[config.mk]
export PLATFORM = sky130hd
export DESIGN_NAME = frame_rate_meter_with_tick_credit
export DESIGN_NICKNAME = d
export VERILOG_FILES = /design/src/design/frm_pkg.sv /design/src/design/frm_rate_div.sv /design/src/design/frm_datapath.sv /design/src/design/frm_ctrl.sv /design/src/design/frame_rate_meter_with_tick_credit.sv
export SDC_FILE = /design/constraint.sdc
export NUM_CORES = 2
export LEC_CHECK = 0
export BUFFER_PORTS_ARGS = -buffer_cell sky130_fd_sc_hd__buf_2
export CORE_MARGIN = 10
export CORE_UTILIZATION = 25
export DETAILED_ROUTE_END_ITERATION = 12
export PLACE_DENSITY = 0.41
export SLEW_MARGIN = 10
export SYNTH_ARGS = -nofsm -noshare
export SYNTH_HDL_FRONTEND = slang
export SYNTH_SLANG_ARGS = --single-unit
[constraint.sdc]
create_clock -name clk_i -period 16.7 [get_ports clk_i]
set_input_delay 0 -clock clk_i [delete_from_list [all_inputs] [get_ports clk_i]]
set_output_delay 0 -clock clk_i [all_outputs]
set_load 0.005 [all_outputs]
[src/design/frm_pkg.sv]
// shared types, codes and reset constants of the frame rate meter
// used by every module of the block; no dependencies
package frm_pkg;

  localparam int unsigned HistoryLenDef = 60;
  localparam int unsigned DrawRateDef   = 30;

  localparam int unsigned RateW   = 10;
  localparam int unsigned CfgW    = 10;
  localparam int unsigned CfgIdxW = 2;
  localparam int unsigned SmpW    = 16;

  localparam logic [RateW-1:0] RateLimit      = 10'd1000;
  localparam logic [SmpW-1:0]  TimeLimit      = 16'hFFFF;
  localparam logic [CfgW-1:0]  TickPeriodRst  = 10'd16;
  localparam logic [CfgW-1:0]  FramePeriodRst = 10'd33;
  localparam logic             CapLagRst      = 1'b1;

  // command codes
  localparam logic [1:0] CmdTick    = 2'd0;
  localparam logic [1:0] CmdFrame   = 2'd1;
  localparam logic [1:0] CmdRestart = 2'd2;

  // configuration register indexes
  localparam logic [CfgIdxW-1:0] CfgTickPeriod  = 2'd0;
  localparam logic [CfgIdxW-1:0] CfgFramePeriod = 2'd1;
  localparam logic [CfgIdxW-1:0] CfgCapLag      = 2'd2;

  typedef struct packed {
    logic [1:0]  cmd;
    logic [31:0] work_done_ms;
    logic [31:0] frame_end_ms;
  } in_item_t;

  typedef struct packed {
    logic             tick_granted;
    logic [RateW-1:0] draw_rate;
    logic [RateW-1:0] draw_rate_max;
    logic [31:0]      tick_count;
  } out_item_t;

  typedef enum logic [1:0] {
    StIdle,
    StExec,
    StDivide,
    StFinish
  } state_e;

  typedef struct packed {
    logic capture;
    logic exec;
    logic load_out;
  } frm_ctrl_t;

  typedef struct packed {
    logic is_frame;
    logic div_busy;
  } frm_stat_t;

endpackage

[src/design/frm_rate_div.sv]
// restoring divider: HISTORY_LEN*1000 / window sum, one quotient bit per cycle
// result clamped to the rate limit; depends on frm_pkg
module frm_rate_div import frm_pkg::*; #(
  parameter int unsigned HISTORY_LEN = HistoryLenDef
) (
  input  logic                                clk_i,
  input  logic                                rst_ni,
  input  logic                                start_i,
  input  logic [SmpW+$clog2(HISTORY_LEN)-1:0] divisor_i,
  output logic                                busy_o,
  output logic                                done_o,
  output logic [RateW-1:0]                    rate_o
);

  localparam int unsigned SumW     = SmpW + $clog2(HISTORY_LEN);
  localparam int unsigned Dividend = HISTORY_LEN * 1000;
  localparam int unsigned NumW     = $clog2(Dividend + 1);
  localparam int unsigned CntW     = $clog2(NumW + 1);

  logic            busy_q, busy_d;
  logic            done_q, done_d;
  logic [CntW-1:0] cnt_q, cnt_d;
  logic [SumW-1:0] rem_q, rem_d;
  logic [NumW-1:0] quo_q, quo_d;
  logic [SumW-1:0] div_q, div_d;

  logic [SumW:0]   trial;
  logic [SumW:0]   diff;
  logic            ge;

  assign trial = {rem_q, quo_q[NumW-1]};
  assign diff  = trial - {1'b0, div_q};
  assign ge    = trial >= {1'b0, div_q};

  always_comb begin
    busy_d = busy_q;
    done_d = 1'b0;
    cnt_d  = cnt_q;
    rem_d  = rem_q;
    quo_d  = quo_q;
    div_d  = div_q;
    if (start_i) begin
      busy_d = 1'b1;
      cnt_d  = CntW'(NumW);
      rem_d  = '0;
      quo_d  = NumW'(Dividend);
      div_d  = divisor_i;
    end else if (busy_q) begin
      rem_d = ge ? diff[SumW-1:0] : trial[SumW-1:0];
      quo_d = {quo_q[NumW-2:0], ge};
      cnt_d = cnt_q - CntW'(1);
      if (cnt_q == CntW'(1)) begin
        busy_d = 1'b0;
        done_d = 1'b1;
      end
    end
  end

  always_ff @(posedge clk_i or negedge rst_ni) begin
    if (!rst_ni) begin
      busy_q <= 1'b0;
      done_q <= 1'b0;
      cnt_q  <= '0;
    end else begin
      busy_q <= busy_d;
      done_q <= done_d;
      cnt_q  <= cnt_d;
    end
  end

  always_ff @(posedge clk_i) begin
    rem_q <= rem_d;
    quo_q <= quo_d;
    div_q <= div_d;
  end

  // a zero divisor gives an all-ones quotient, which clamps as well
  assign busy_o = busy_q;
  assign done_o = done_q;
  assign rate_o = (quo_q > NumW'(RateLimit)) ? RateLimit : quo_q[RateW-1:0];

endmodule

[src/design/frm_datapath.sv]
// datapath: config registers, frame time windows, running sums, tick credit,
// two rate dividers and the result register; depends on frm_pkg, frm_rate_div
module frm_datapath import frm_pkg::*; #(
  parameter int unsigned HISTORY_LEN = HistoryLenDef,
  parameter int unsigned DRAW_RATE   = DrawRateDef
) (
  input  logic               clk_i,
  input  logic               rst_ni,
  input  logic               cfg_we_i,
  input  logic [CfgIdxW-1:0] cfg_idx_i,
  input  logic [CfgW-1:0]    cfg_data_i,
  input  in_item_t           in_item_i,
  input  frm_ctrl_t          ctrl_i,
  output frm_stat_t          stat_o,
  output out_item_t          out_item_o
);

  localparam int unsigned HeadW = $clog2(HISTORY_LEN);
  localparam int unsigned SumW  = SmpW + HeadW;
  localparam logic [RateW-1:0] DrawRateInit = RateW'(DRAW_RATE);
  localparam logic [SumW-1:0]  SumInit      = SumW'(HISTORY_LEN * FramePeriodRst);

  // configuration
  logic [CfgW-1:0] tick_period_q;
  logic [CfgW-1:0] frame_period_q;
  logic            cap_lag_q;

  always_ff @(posedge clk_i or negedge rst_ni) begin
    if (!rst_ni) begin
      tick_period_q  <= TickPeriodRst;
      frame_period_q <= FramePeriodRst;
      cap_lag_q      <= CapLagRst;
    end else if (cfg_we_i) begin
      unique case (cfg_idx_i)
        CfgTickPeriod:  tick_period_q  <= cfg_data_i;
        CfgFramePeriod: frame_period_q <= cfg_data_i;
        CfgCapLag:      cap_lag_q      <= cfg_data_i[0];
        default: ;
      endcase
    end
  end

  // captured item
  in_item_t in_q;
  always_ff @(posedge clk_i) begin
    if (ctrl_i.capture) in_q <= in_item_i;
  end

  // window memories, read at the head every cycle
  logic [SmpW-1:0] work_mem  [HISTORY_LEN];
  logic [SmpW-1:0] frame_mem [HISTORY_LEN];
  logic [SmpW-1:0] work_rd_q, frame_rd_q;

  logic [HeadW-1:0]       head_q;
  logic [HISTORY_LEN-1:0] work_vld_q, frame_vld_q;
  logic [CfgW-1:0]        fill_q;
  logic [SumW-1:0]        work_sum_q, frame_sum_q;
  logic [31:0]            last_q;
  logic [31:0]            credit_q;
  logic [31:0]            ticks_q;
  logic                   granted_q;
  logic [RateW-1:0]       rate_now_q, rate_peak_q;

  logic [31:0]     w, f;
  logic            w_nz, f_nz;
  logic [SmpW-1:0] w_smp, f_smp;
  logic [SmpW-1:0] work_old, frame_old;
  logic [SumW-1:0] work_sum_new, frame_sum_new;
  logic            is_frame;
  logic            work_we, frame_we;
  logic [CfgW:0]   cap2;
  logic [31:0]     add;
  logic [32:0]     credit_sum;
  logic [31:0]     credit_add;
  logic            tick_ok;

  logic             work_busy, frame_busy;
  logic             work_done, frame_done;
  logic [RateW-1:0] work_rate, frame_rate;

  assign is_frame = (in_q.cmd == CmdFrame);

  assign w     = in_q.work_done_ms - last_q;
  assign f     = in_q.frame_end_ms - last_q;
  assign w_nz  = |w;
  assign f_nz  = |f;
  assign w_smp = (|w[31:SmpW]) ? TimeLimit : w[SmpW-1:0];
  assign f_smp = (|f[31:SmpW]) ? TimeLimit : f[SmpW-1:0];

  // entries not written since reset or restart read as the refill value
  assign work_old  = work_vld_q[head_q]  ? work_rd_q  : SmpW'(fill_q);
  assign frame_old = frame_vld_q[head_q] ? frame_rd_q : SmpW'(fill_q);

  assign work_sum_new  = work_sum_q  - SumW'(work_old)  + SumW'(w_smp);
  assign frame_sum_new = frame_sum_q - SumW'(frame_old) + SumW'(f_smp);

  assign work_we  = ctrl_i.exec && is_frame && w_nz;
  assign frame_we = ctrl_i.exec && is_frame && f_nz;

  assign cap2       = {frame_period_q, 1'b0};
  assign add        = (cap_lag_q && (f > 32'(cap2))) ? 32'(cap2) : f;
  assign credit_sum = {1'b0, credit_q} + {1'b0, add};
  assign credit_add = credit_sum[32] ? '1 : credit_sum[31:0];
  assign tick_ok    = credit_q >= 32'(tick_period_q);

  always_ff @(posedge clk_i) begin
    if (work_we)  work_mem[head_q]  <= w_smp;
    if (frame_we) frame_mem[head_q] <= f_smp;
    work_rd_q  <= work_mem[head_q];
    frame_rd_q <= frame_mem[head_q];
  end

  always_ff @(posedge clk_i or negedge rst_ni) begin
    if (!rst_ni) begin
      head_q      <= '0;
      work_vld_q  <= '0;
      frame_vld_q <= '0;
      fill_q      <= FramePeriodRst;
      work_sum_q  <= SumInit;
      frame_sum_q <= SumInit;
      last_q      <= '0;
      credit_q    <= 32'(TickPeriodRst);
      ticks_q     <= '0;
      granted_q   <= 1'b0;
      rate_now_q  <= DrawRateInit;
      rate_peak_q <= DrawRateInit;
    end else begin
      if (work_done)  rate_peak_q <= work_rate;
      if (frame_done) rate_now_q  <= frame_rate;
      if (ctrl_i.exec) begin
        granted_q <= (in_q.cmd == CmdTick) && tick_ok;
        unique case (in_q.cmd)
          CmdTick: begin
            if (tick_ok) begin
              credit_q <= credit_q - 32'(tick_period_q);
              ticks_q  <= ticks_q + 32'd1;
            end
          end
          CmdFrame: begin
            if (w_nz) begin
              work_sum_q         <= work_sum_new;
              work_vld_q[head_q] <= 1'b1;
            end
            if (f_nz) begin
              frame_sum_q         <= frame_sum_new;
              frame_vld_q[head_q] <= 1'b1;
            end
            head_q   <= (head_q == HeadW'(HISTORY_LEN - 1)) ? '0 : head_q + HeadW'(1);
            last_q   <= in_q.frame_end_ms;
            credit_q <= credit_add;
          end
          CmdRestart: begin
            work_vld_q  <= '0;
            frame_vld_q <= '0;
            fill_q      <= frame_period_q;
            work_sum_q  <= SumW'(HISTORY_LEN) * SumW'(frame_period_q);
            frame_sum_q <= SumW'(HISTORY_LEN) * SumW'(frame_period_q);
            rate_now_q  <= DrawRateInit;
            rate_peak_q <= DrawRateInit;
            credit_q    <= 32'(tick_period_q);
            last_q      <= in_q.frame_end_ms;
          end
          default: ;
        endcase
      end
    end
  end

  frm_rate_div #(.HISTORY_LEN(HISTORY_LEN)) u_work_div (
    .clk_i     (clk_i),
    .rst_ni    (rst_ni),
    .start_i   (work_we),
    .divisor_i (work_sum_new),
    .busy_o    (work_busy),
    .done_o    (work_done),
    .rate_o    (work_rate)
  );

  frm_rate_div #(.HISTORY_LEN(HISTORY_LEN)) u_frame_div (
    .clk_i     (clk_i),
    .rst_ni    (rst_ni),
    .start_i   (frame_we),
    .divisor_i (frame_sum_new),
    .busy_o    (frame_busy),
    .done_o    (frame_done),
    .rate_o    (frame_rate)
  );

  // busy until the quotient has landed in the rate register
  assign stat_o.is_frame = is_frame;
  assign stat_o.div_busy = work_busy | frame_busy | work_done | frame_done;

  always_ff @(posedge clk_i) begin
    if (ctrl_i.load_out) begin
      out_item_o.tick_granted  <= granted_q;
      out_item_o.draw_rate     <= rate_now_q;
      out_item_o.draw_rate_max <= rate_peak_q;
      out_item_o.tick_count    <= ticks_q;
    end
  end

endmodule

[src/design/frm_ctrl.sv]
// controller: sequences capture, update, divide wait and result hand-off
// depends on frm_pkg
module frm_ctrl import frm_pkg::*; (
  input  logic      clk_i,
  input  logic      rst_ni,
  input  logic      in_valid_i,
  output logic      in_ready_o,
  output logic      out_valid_o,
  input  logic      out_ready_i,
  input  frm_stat_t stat_i,
  output frm_ctrl_t ctrl_o
);

  state_e state_q, state_d;
  logic   out_valid_q, out_valid_d;
  logic   slot_free;

  assign slot_free = !out_valid_q || out_ready_i;

  always_comb begin
    state_d = state_q;
    unique case (state_q)
      StIdle:   if (in_valid_i) state_d = StExec;
      StExec:   state_d = stat_i.is_frame ? StDivide : StFinish;
      StDivide: if (!stat_i.div_busy) state_d = StFinish;
      StFinish: if (slot_free) state_d = StIdle;
      default:  state_d = StIdle;
    endcase
  end

  always_comb begin
    in_ready_o      = (state_q == StIdle);
    ctrl_o.capture  = (state_q == StIdle) && in_valid_i;
    ctrl_o.exec     = (state_q == StExec);
    ctrl_o.load_out = (state_q == StFinish) && slot_free;
    out_valid_d     = ctrl_o.load_out ? 1'b1 : (out_ready_i ? 1'b0 : out_valid_q);
  end

  always_ff @(posedge clk_i or negedge rst_ni) begin
    if (!rst_ni) begin
      state_q     <= StIdle;
      out_valid_q <= 1'b0;
    end else begin
      state_q     <= state_d;
      out_valid_q <= out_valid_d;
    end
  end

  assign out_valid_o = out_valid_q;

  a_accept_to_exec: assert property (@(posedge clk_i) disable iff (!rst_ni)
    (in_valid_i && in_ready_o) |=> (state_q == StExec))
    else $error("accepted item did not enter update");

  a_nonframe_skips_div: assert property (@(posedge clk_i) disable iff (!rst_ni)
    (state_q == StExec && !stat_i.is_frame) |=> (state_q == StFinish))
    else $error("tick or restart went to divide wait");

  a_div_release: assert property (@(posedge clk_i) disable iff (!rst_ni)
    (state_q == StDivide && !stat_i.div_busy) |=> (state_q == StFinish))
    else $error("divide wait not released");

  a_result_held: assert property (@(posedge clk_i) disable iff (!rst_ni)
    (out_valid_q && !out_ready_i) |=> out_valid_q)
    else $error("pending result dropped");

endmodule

[src/design/frame_rate_meter_with_tick_credit.sv]
// top level of the frame pacing monitor with tick credit
// depends on frm_pkg, frm_ctrl, frm_datapath (and frm_rate_div below it)
//
// usage: one input item per command on a valid/ready channel (tick request,
// frame end with two timestamps, restart); exactly one result item per input
// on a valid/ready output channel. configuration is a plain write port
// (cfg_we_i, cfg_idx_i, cfg_data_i), to be written only while the block is
// idle; the block itself does not enforce this. tick request and restart
// go from the update step straight to the finish step; a frame end waits in
// the divide step for the bit-serial rate dividers that run for both windows
// in parallel. one item is in work at a time; the next item is accepted once
// the result is registered and the controller is back in its idle step.
// the result sits in an output register, so the next item is taken while it
// waits; if the receiver still stalls when the next result is ready, the
// block holds in its finish step until the register frees.
// reset: windows read as the reset frame period through per-entry valid
// bits, so no clearing pass is needed and an item is taken right after reset.
module frame_rate_meter_with_tick_credit import frm_pkg::*; #(
  parameter int unsigned HISTORY_LEN = HistoryLenDef,
  parameter int unsigned DRAW_RATE   = DrawRateDef
) (
  input  logic               clk_i,
  input  logic               rst_ni,
  input  logic               cfg_we_i,
  input  logic [CfgIdxW-1:0] cfg_idx_i,
  input  logic [CfgW-1:0]    cfg_data_i,
  input  logic               in_valid_i,
  output logic               in_ready_o,
  input  in_item_t           in_item_i,
  output logic               out_valid_o,
  input  logic               out_ready_i,
  output out_item_t          out_item_o
);

  frm_ctrl_t ctrl;
  frm_stat_t stat;

  frm_ctrl u_ctrl (
    .clk_i       (clk_i),
    .rst_ni      (rst_ni),
    .in_valid_i  (in_valid_i),
    .in_ready_o  (in_ready_o),
    .out_valid_o (out_valid_o),
    .out_ready_i (out_ready_i),
    .stat_i      (stat),
    .ctrl_o      (ctrl)
  );

  frm_datapath #(
    .HISTORY_LEN (HISTORY_LEN),
    .DRAW_RATE   (DRAW_RATE)
  ) u_datapath (
    .clk_i      (clk_i),
    .rst_ni     (rst_ni),
    .cfg_we_i   (cfg_we_i),
    .cfg_idx_i  (cfg_idx_i),
    .cfg_data_i (cfg_data_i),
    .in_item_i  (in_item_i),
    .ctrl_i     (ctrl),
    .stat_o     (stat),
    .out_item_o (out_item_o)
  );

endmodule

Word level (Yosys, flattened, before mapping)
Memory sizes are Yosys's and may differ from the RTL's. A register that Yosys moved wholly into a read port is not among the register bits.
Cells that the tools add are included.
W data, S select, Z words.
{"block": "op_classes", "multipliers": 1, "n_addsub": 14, "n_eq_ne": 16, "muxes": 60, "n_shift": 0, "bitwise_logic": 5, "n_lt_le_gt_ge": 8, "div": 0, "n_reduce_logical": 34}
{"cell": "$pmux W60 S2", "n": 2}
{"cell": "$mux W60", "n": 2}
{"cell": "$or A60 B60 Y60", "n": 2}
{"cell": "$mux W32", "n": 3}
{"cell": "$pmux W32 S3", "n": 1}
{"cell": "$mux W22", "n": 4}
{"cell": "$pmux W22 S2", "n": 2}
{"cell": "$mux W10", "n": 8}
{"cell": "$mux W16", "n": 4}
{"cell": "$reduce_or A32 Y1", "n": 2}
{"cell": "$sub A32 B32 Y32", "n": 2}
{"cell": "$ge A23 B22 Y1", "n": 2}
{"cell": "$add A22 B16 Y22", "n": 2}
{"cell": "$sub A22 B16 Y22", "n": 2}
{"cell": "$sub A22 B22 Y22", "n": 2}
{"cell": "$add A32 B32 Y33", "n": 1}
{"cell": "$add A32 B1 Y32 const B", "n": 1}
{"cell": "$ge A32 B10 Y1", "n": 1}
{"cell": "$gt A16 B10 Y1 const B", "n": 2}
{"cell": "$gt A32 B11 Y1", "n": 1}
{"cell": "$reduce_or A16 Y1", "n": 2}
{"cell": "$sub A32 B10 Y32", "n": 1}
{"cell": "$mux W1", "n": 22}
{"cell": "$mux W5", "n": 4}
{"cell": "other kinds (26)", "n": 63}
{"block": "word_totals", "word_cells": 176, "mem_count": 2, "mem_bits_rw": 1920, "mem_bits_ro": 0, "register_bits": 574, "input_bits": 83, "latch_bits": 0, "out_inout_bits": 55}
{"memory": "u_datapath.frame_mem", "depth": 60, "word_bits": 16, "rd": 1, "rd_ports_with_merged_regs": 1, "wr": 1, "line": "frm_datapath.sv:51", "text": "logic [SmpW-1:0] frame_mem [HISTORY_LEN];"}
{"memory": "u_datapath.work_mem", "depth": 60, "word_bits": 16, "rd": 1, "rd_ports_with_merged_regs": 1, "wr": 1, "line": "frm_datapath.sv:50", "text": "logic [SmpW-1:0] work_mem [HISTORY_LEN];"}

Longest topological paths before layout
{"block": "logic_depth", "word_depth": 7, "mapped_depth": 31, "depth_no_buf": 29}

By module
Synthesis repeated with hierarchy kept, for this count alone.
{"block": "unflattened", "hier_cells": 7634, "hier_area_um2": 107973.6}
{"mod": "frm_datapath", "seq_area_each_um2": 69865.8, "cells_per_inst": 6730, "instances": 1, "area_per_inst_um2": 99506.7}
{"mod": "frm_rate_div", "seq_area_each_um2": 1596.5, "cells_per_inst": 441, "instances": 2, "area_per_inst_um2": 4108.9}
{"mod": "frm_ctrl", "seq_area_each_um2": 75.1, "cells_per_inst": 22, "instances": 1, "area_per_inst_um2": 249.0}

Least setup slack after synthesis
Ideal clock, no wire load.
{"block": "synth_timing", "path_kind": "reg-to-reg", "start": "reg u_datapath.last_q[24]", "end": "reg u_datapath.u_work_div.div_q[20], data pin", "required_time_ps": 16436, "path_stages_with_launch": 24, "slack_ps": 9163, "path_buffers": 0, "arrival_time_ps": 7272, "setup_time_ps": 264, "synth_period_minus_slack_ps": 7537, "path_cell_list": "dfrtp_1 inv_1 ha_1 a211o_1 a2111oi_0 o21bai_1 a21oi_1 xor2_1 a2111oi_0 o221ai_1 nor4_1 o21ai_0 fa_1 ha_1 nand2_1 o21ai_0 a41o_1 o41ai_1 o211ai_1 o211a_1 o21ai_0 a21oi_1 o211ai_1 xnor2_1"}
{"block": "synth_via", "elab_chain_len": 4}
{"item": "from (decl)", "line": "frm_datapath.sv:58", "text": "logic [31:0] last_q;"}
{"item": "from (signal assigned)", "line": "frm_datapath.sv:149", "text": "last_q <= in_q.frame_end_ms;"}
{"item": "from (signal assigned)", "line": "frm_datapath.sv:161", "text": "last_q <= in_q.frame_end_ms;"}
{"item": "$sub A32 B32 Y32", "line": "frm_datapath.sv:83", "text": "assign w = in_q.work_done_ms - last_q;"}
{"item": "$reduce_or A16 Y1", "line": "frm_datapath.sv:87", "text": "assign w_smp = (|w[31:SmpW]) ? TimeLimit : w[SmpW-1:0];"}
{"item": "$mux W16", "line": "frm_datapath.sv:87"}
{"item": "named net u_datapath.w_smp[6]", "line": "frm_datapath.sv:66", "text": "logic [SmpW-1:0] w_smp, f_smp;"}
{"item": "$add A22 B16 Y22", "line": "frm_datapath.sv:94", "text": "assign work_sum_new = work_sum_q - SumW'(work_old) + SumW'(w_smp);"}
{"item": "named net u_datapath.u_work_div.divisor_i[20]", "line": "frm_rate_div.sv:9", "text": "input logic [SmpW+$clog2(HISTORY_LEN)-1:0] divisor_i,"}
{"item": "to (signal assigned)", "line": "frm_rate_div.sv:74", "text": "div_q <= div_d;"}
{"item": "to (decl)", "line": "frm_rate_div.sv:25", "text": "logic [SumW-1:0] div_q, div_d;"}
The timed path passes the listed nets, and every way through them passes these cells.
A chain may end at the register's enable or synchronous reset.

Final worst setup path
{"block": "layout_timing", "start": "reg u_datapath.head_q[2]", "end": "reg u_datapath.work_sum_q[20]"}
{"block": "layout_via", "elab_chain_len": 7}
{"item": "from (decl)", "line": "frm_datapath.sv:54", "text": "logic [HeadW-1:0] head_q;"}
{"item": "from (signal assigned)", "line": "frm_datapath.sv:148", "text": "head_q <= (head_q == HeadW'(HISTORY_LEN - 1)) ? '0 : head_q + HeadW'(1);"}
{"item": "$bmux W1 S6", "line": "frm_datapath.sv:91", "text": "assign work_old = work_vld_q[head_q] ? work_rd_q : SmpW'(fill_q);"}
{"item": "$mux W1 (implied by the code)", "line": "frm_datapath.sv:91"}
{"item": "$mux W16", "line": "frm_datapath.sv:91"}
{"item": "$sub A22 B16 Y22", "line": "frm_datapath.sv:94"}
{"item": "$add A22 B16 Y22", "line": "frm_datapath.sv:94"}
{"item": "named net u_datapath.u_work_div.divisor_i[20]", "line": "frm_rate_div.sv:9"}
{"item": "$mux W22", "line": "frm_datapath.sv:140", "text": "if (w_nz) begin"}
{"item": "$pmux W22 S2", "line": "frm_datapath.sv:132", "text": "unique case (in_q.cmd)"}
{"item": "to (signal assigned)", "line": "frm_datapath.sv:119", "text": "work_sum_q <= SumInit;"}
{"item": "to (signal assigned)", "line": "frm_datapath.sv:141", "text": "work_sum_q <= work_sum_new;"}
{"item": "to (signal assigned)", "line": "frm_datapath.sv:156", "text": "work_sum_q <= SumW'(HISTORY_LEN) * SumW'(frame_period_q);"}
{"item": "to (decl)", "line": "frm_datapath.sv:57", "text": "logic [SumW-1:0] work_sum_q, frame_sum_q;"}
The timed path passes the listed nets, and every way through them passes these cells. The select of a mux whose other input is x is not followed.

==> flow_summary.ini <==
[yosys]
synth-simple-area-share = 0.0610
async_flop_share = 0.133
syn_area_per_cell_um2 = 14.2
ys_seq_elements = 2526
ys.flop_type = edfxtp_1
syn_nets = 7835
synthMuxAreaShare = 0.0266
yosysWarnings = 0
synth_top_area_share = 0.588
ys_top_cells_by_area = edfxtp_1, dfrtp_1, a22oi_1
ys_types = 92
yosysTopAreaCell = edfxtp_1
synthAdderAreaFrac = 0.0378
synth_top_family_by_area = compound AO/OA/AOI/OAI gates
synth-edff-count = 2083
synth-xor-area-share = 0.0153
synth_compound_area_frac = 0.147
syn_area_um2 = 106000
synth_cells = 7464
seq_area_frac_synth = 0.688

[power]
combPwrFrac = 0.366
ir_drop_uv = 186
power_density_nw_per_um2 = 179
seq_power_share = 0.346
swShare = 0.380
internal_power_uw = 14000
p_switching_uw = 8600
power_frac_clock = 0.287
total_leakage_power_uw = 0.0471

[grt]
track_usage = 0.151
grt_max_degree = 93
grt_pass1_vias = 68700
overflow = 0
grt_antenna_before_repair = 12
grt_pass1_wl_mm = 509

[layout]
syn2layout_area_growth_pct = 19.2
final_nets = 8244
multi_input_area_um2 = 31500
filler_cell_count = 42200
regArea_um2 = 73100
drive_above_1_share = 0.147
fin_area_um2 = 127000

[floorplan]
initial_core_util = 0.251
die-area_um2 = 452000
core-area_um2 = 424000
die_w_um = 672
io_pins = 138
rows = 239
die_h_um = 672

[setup_path]
cp_top_family = compound AO/OA/AOI/OAI gates
critPathBufInv = 6
crit_arrival_ns = 9.78
endpoint = u_datapath.work_sum_q[20]
reg2reg_from = u_datapath.head_q[2]
reg2regPathDepth = 26
cpPeakStageDelay_ns = 0.89
cp_max_fo = 36
worstReg2RegEnd = u_datapath.work_sum_q[20]
startpoint_type = flop
cp_common_cell = buf_4
required_ns = 17.46
end_kind = flop
crit_path_start = u_datapath.head_q[2]
r2r_slack_ns = 7.68
crit_type = flop to flop
crit_cells = 26
crit_slowest_cell = dfrtp_2

[clock_network]
cts_buffer_depth = 4
clk_latency_ns = 0.92
cts-buffers-inserted = 292
cts.sinks = 2526
cts_setup_buffers = 0
cts_tree = yes
cts_root_buffer = clkbuf_16
cts_resized = 0
h-tree-depth = 5
clk_pin_slew_ns = 0.06

[timing]
finalSetupTns_ns = 0
slew_headroom = 0.140
grt_setup_unrepaired = no
period_needed_ns = 9.02
max_clock_freq_mhz = 111
finalHoldViolCount = 0
slew_viol_final = 0
setup_viol = 0
finalCritPeriodShare = 0.540
clock_skew_ns = 0.0499
worst_pin_slew_ns = 1.28

[detailed_routing]
num_vias = 68300
wire_per_inst_um = 25.7
ant_nets = 0
drc = 0
drtPass1Iterations = 6
viasPerCell = 4.96
routed_wl_mm = 355
drt-initial-drc-count = 6143

[placed_design]
gp_congestion = 0.822
hpwl_mm = 212
place_area_um2 = 115000
port-buffer-count = 137

[run_status]
status = finished clean

[flow_run]
maxCapViolCount = 0

[worst_hold_path]
min_path_type = primary input to flop
-- timing repair --
item / CTS / global route
setup endpoints to repair: 0 / 0
hold buffers: 172 / 0
endpoints found under the hold margin: 239 / 0
-- layout by cell type (no fill, tap or decap), drive strengths merged, types with 55 or more instances in the layout --
cell         count
ha             233
nand2b          65
nand4           66
a21o            88
mux2            76
a221oi         147
mux2i          105
nor3           182
inv            215
o21ai          230
buf            401
nand3          103
a31oi          226
xor2            61
xnor2          125
clkinv         107
a21oi          315
dfxtp          108
edfxtp        2083
nand2          314
dlygate4sd3    171
dfrtp          304
clkbuf         379
o211ai          96
a22o           155
fa              55
a41oi          104
a22oi          613
nor2           420
-- area by class of cell --
class,instances,share of cell area
inverters,200,0.00592
clock inverters,155,0.0138
diodes,8,0.000158
clock buffers,379,0.0625
flip-flops and latches,2526,0.577
multi-input cells,4281,0.249
repair buffers,572,0.0358
well taps,5663,0.0559
-- worst min-delay path by stage --
stage	startpoint	end	slack (ns)	depth (start not counted)
CTS	in_valid_i	u_ctrl.state_q[0]	0.11	4
floorplan	rst_ni	u_ctrl.out_valid_o	-0.30	0
detailed placement	rst_ni	u_datapath.ticks_q[18]	0.08	1
global route	in_valid_i	u_ctrl.state_q[1]	0.18	4
global placement	rst_ni	u_datapath.ticks_q[16]	0.08	1
finish	in_valid_i	u_ctrl.state_q[0]	0.19	4
-- state kept, by name (all words and copies together), names as in the netlist, 22 cells and up --
signal and flops:
u_datapath.in_q 66, u_datapath.u_work_div.div_q 22, u_datapath.work_vld_q 60, u_datapath.ticks_q 32, u_datapath.last_q 32, u_datapath.work_sum_q 22
u_datapath.frame_mem 960, u_datapath.u_frame_div.rem_q 22, u_datapath.frame_vld_q 60, u_datapath.u_frame_div.div_q 22, u_datapath.work_mem 960, u_datapath.u_work_div.rem_q 22
u_datapath.out_item_o 53, u_datapath.credit_q 32, u_datapath.frame_sum_q 22
-- cells in the mapped netlist, types with 46 or more instances --
| library cell | count |
|---|---|
| inv_1 | 198 |
| nand4_1 | 66 |
| o21ai_0 | 225 |
| xor2_1 | 61 |
| mux2_2 | 75 |
| dfxtp_1 | 108 |
| a21o_1 | 87 |
| buf_1 | 78 |
| nand2b_1 | 65 |
| a22oi_1 | 613 |
| a41oi_1 | 104 |
| fa_1 | 55 |
| a221oi_1 | 147 |
| o211ai_1 | 96 |
| xnor2_1 | 125 |
| a211oi_1 | 46 |
| dfrtp_1 | 304 |
| nor2_1 | 420 |
| a22o_1 | 155 |
| nand2_1 | 314 |
| nor3_1 | 181 |
| nand3_1 | 103 |
| mux2i_1 | 105 |
| edfxtp_1 | 2083 |
| a31oi_1 | 226 |
| clkbuf_1 | 345 |
| a21oi_1 | 315 |
| ha_1 | 233 |
-- routing by layer --
metal / track usage / wire (um) / up-vias / share of wire
li1: - / - / 30400 / -
met1: 0.211 / 163000 / 35600 / 0.46
met2: 0.247 / 166000 / 1859 / 0.47
met3: 0.0190 / 17100 / 457 / 0.048
met4: 0.0368 / 8370 / 0 / 0.024
met5: 0 / 0 / - / 0
-- worst register-to-register path: stages, from the launching register on --
cell and delay (ns):
dfrtp_2 0.89, buf_4 0.60, nor3_2 0.13, buf_4 0.35
buf_4 0.36, buf_4 0.37, a22oi_1 0.24, a31oi_1 0.10
or4_1 0.55, nor4_2 0.60, buf_4 0.37, mux2_2 0.39
ha_1 0.29, inv_1 0.06, ha_1 0.23, fa_1 0.49
a211oi_1 0.29, nor2_1 0.16, a41o_1 0.29, o41ai_1 0.60
o211ai_1 0.29, o211a_1 0.31, o21ai_0 0.28, a21oi_1 0.15
o211ai_1 0.23, xnor2_1 0.11, o2bb2ai_1 0.13
-- power by group through the flow --
stage	clock network (uW)	logic [uW]	registers, uW
floorplan	0	5400	7750
global placement	0	8200	7960
detailed placement	0	8220	7970
CTS	6670	8290	7840
global route	6920	9100	7900
finish	6510	8300	7840
-- logic make-up (layout without fill, tap and decap cells) --
family | Yosys count | after routing
flip-flops | 2526 | 2526
AO/OA/AOI/OAI | 2212 | 2212
AND/OR/NAND/NOR | 1373 | 1373
buffers and inverters | 657 | 1306
adder cells (fa/ha/maj) | 288 | 288
multiplexers | 222 | 222
XOR/XNOR | 186 | 186
other | 0 | 8
-- per-stage QoR --
stage               cells  utilization  hold slack, ns  total power (uW)  setup WS, ns
CTS                 13800        0.299           0.106             22800          7.74
global route        13800        0.299           0.178             23900          7.31
floorplan            7464            -          -0.296             13100          9.16
finish              13800        0.299           0.193             22600          7.68
global placement    13100        0.272          0.0796             16200          7.74
detailed placement  13100        0.272          0.0774             16200          7.77
Note: power is estimated with default switching activity, not from simulation.
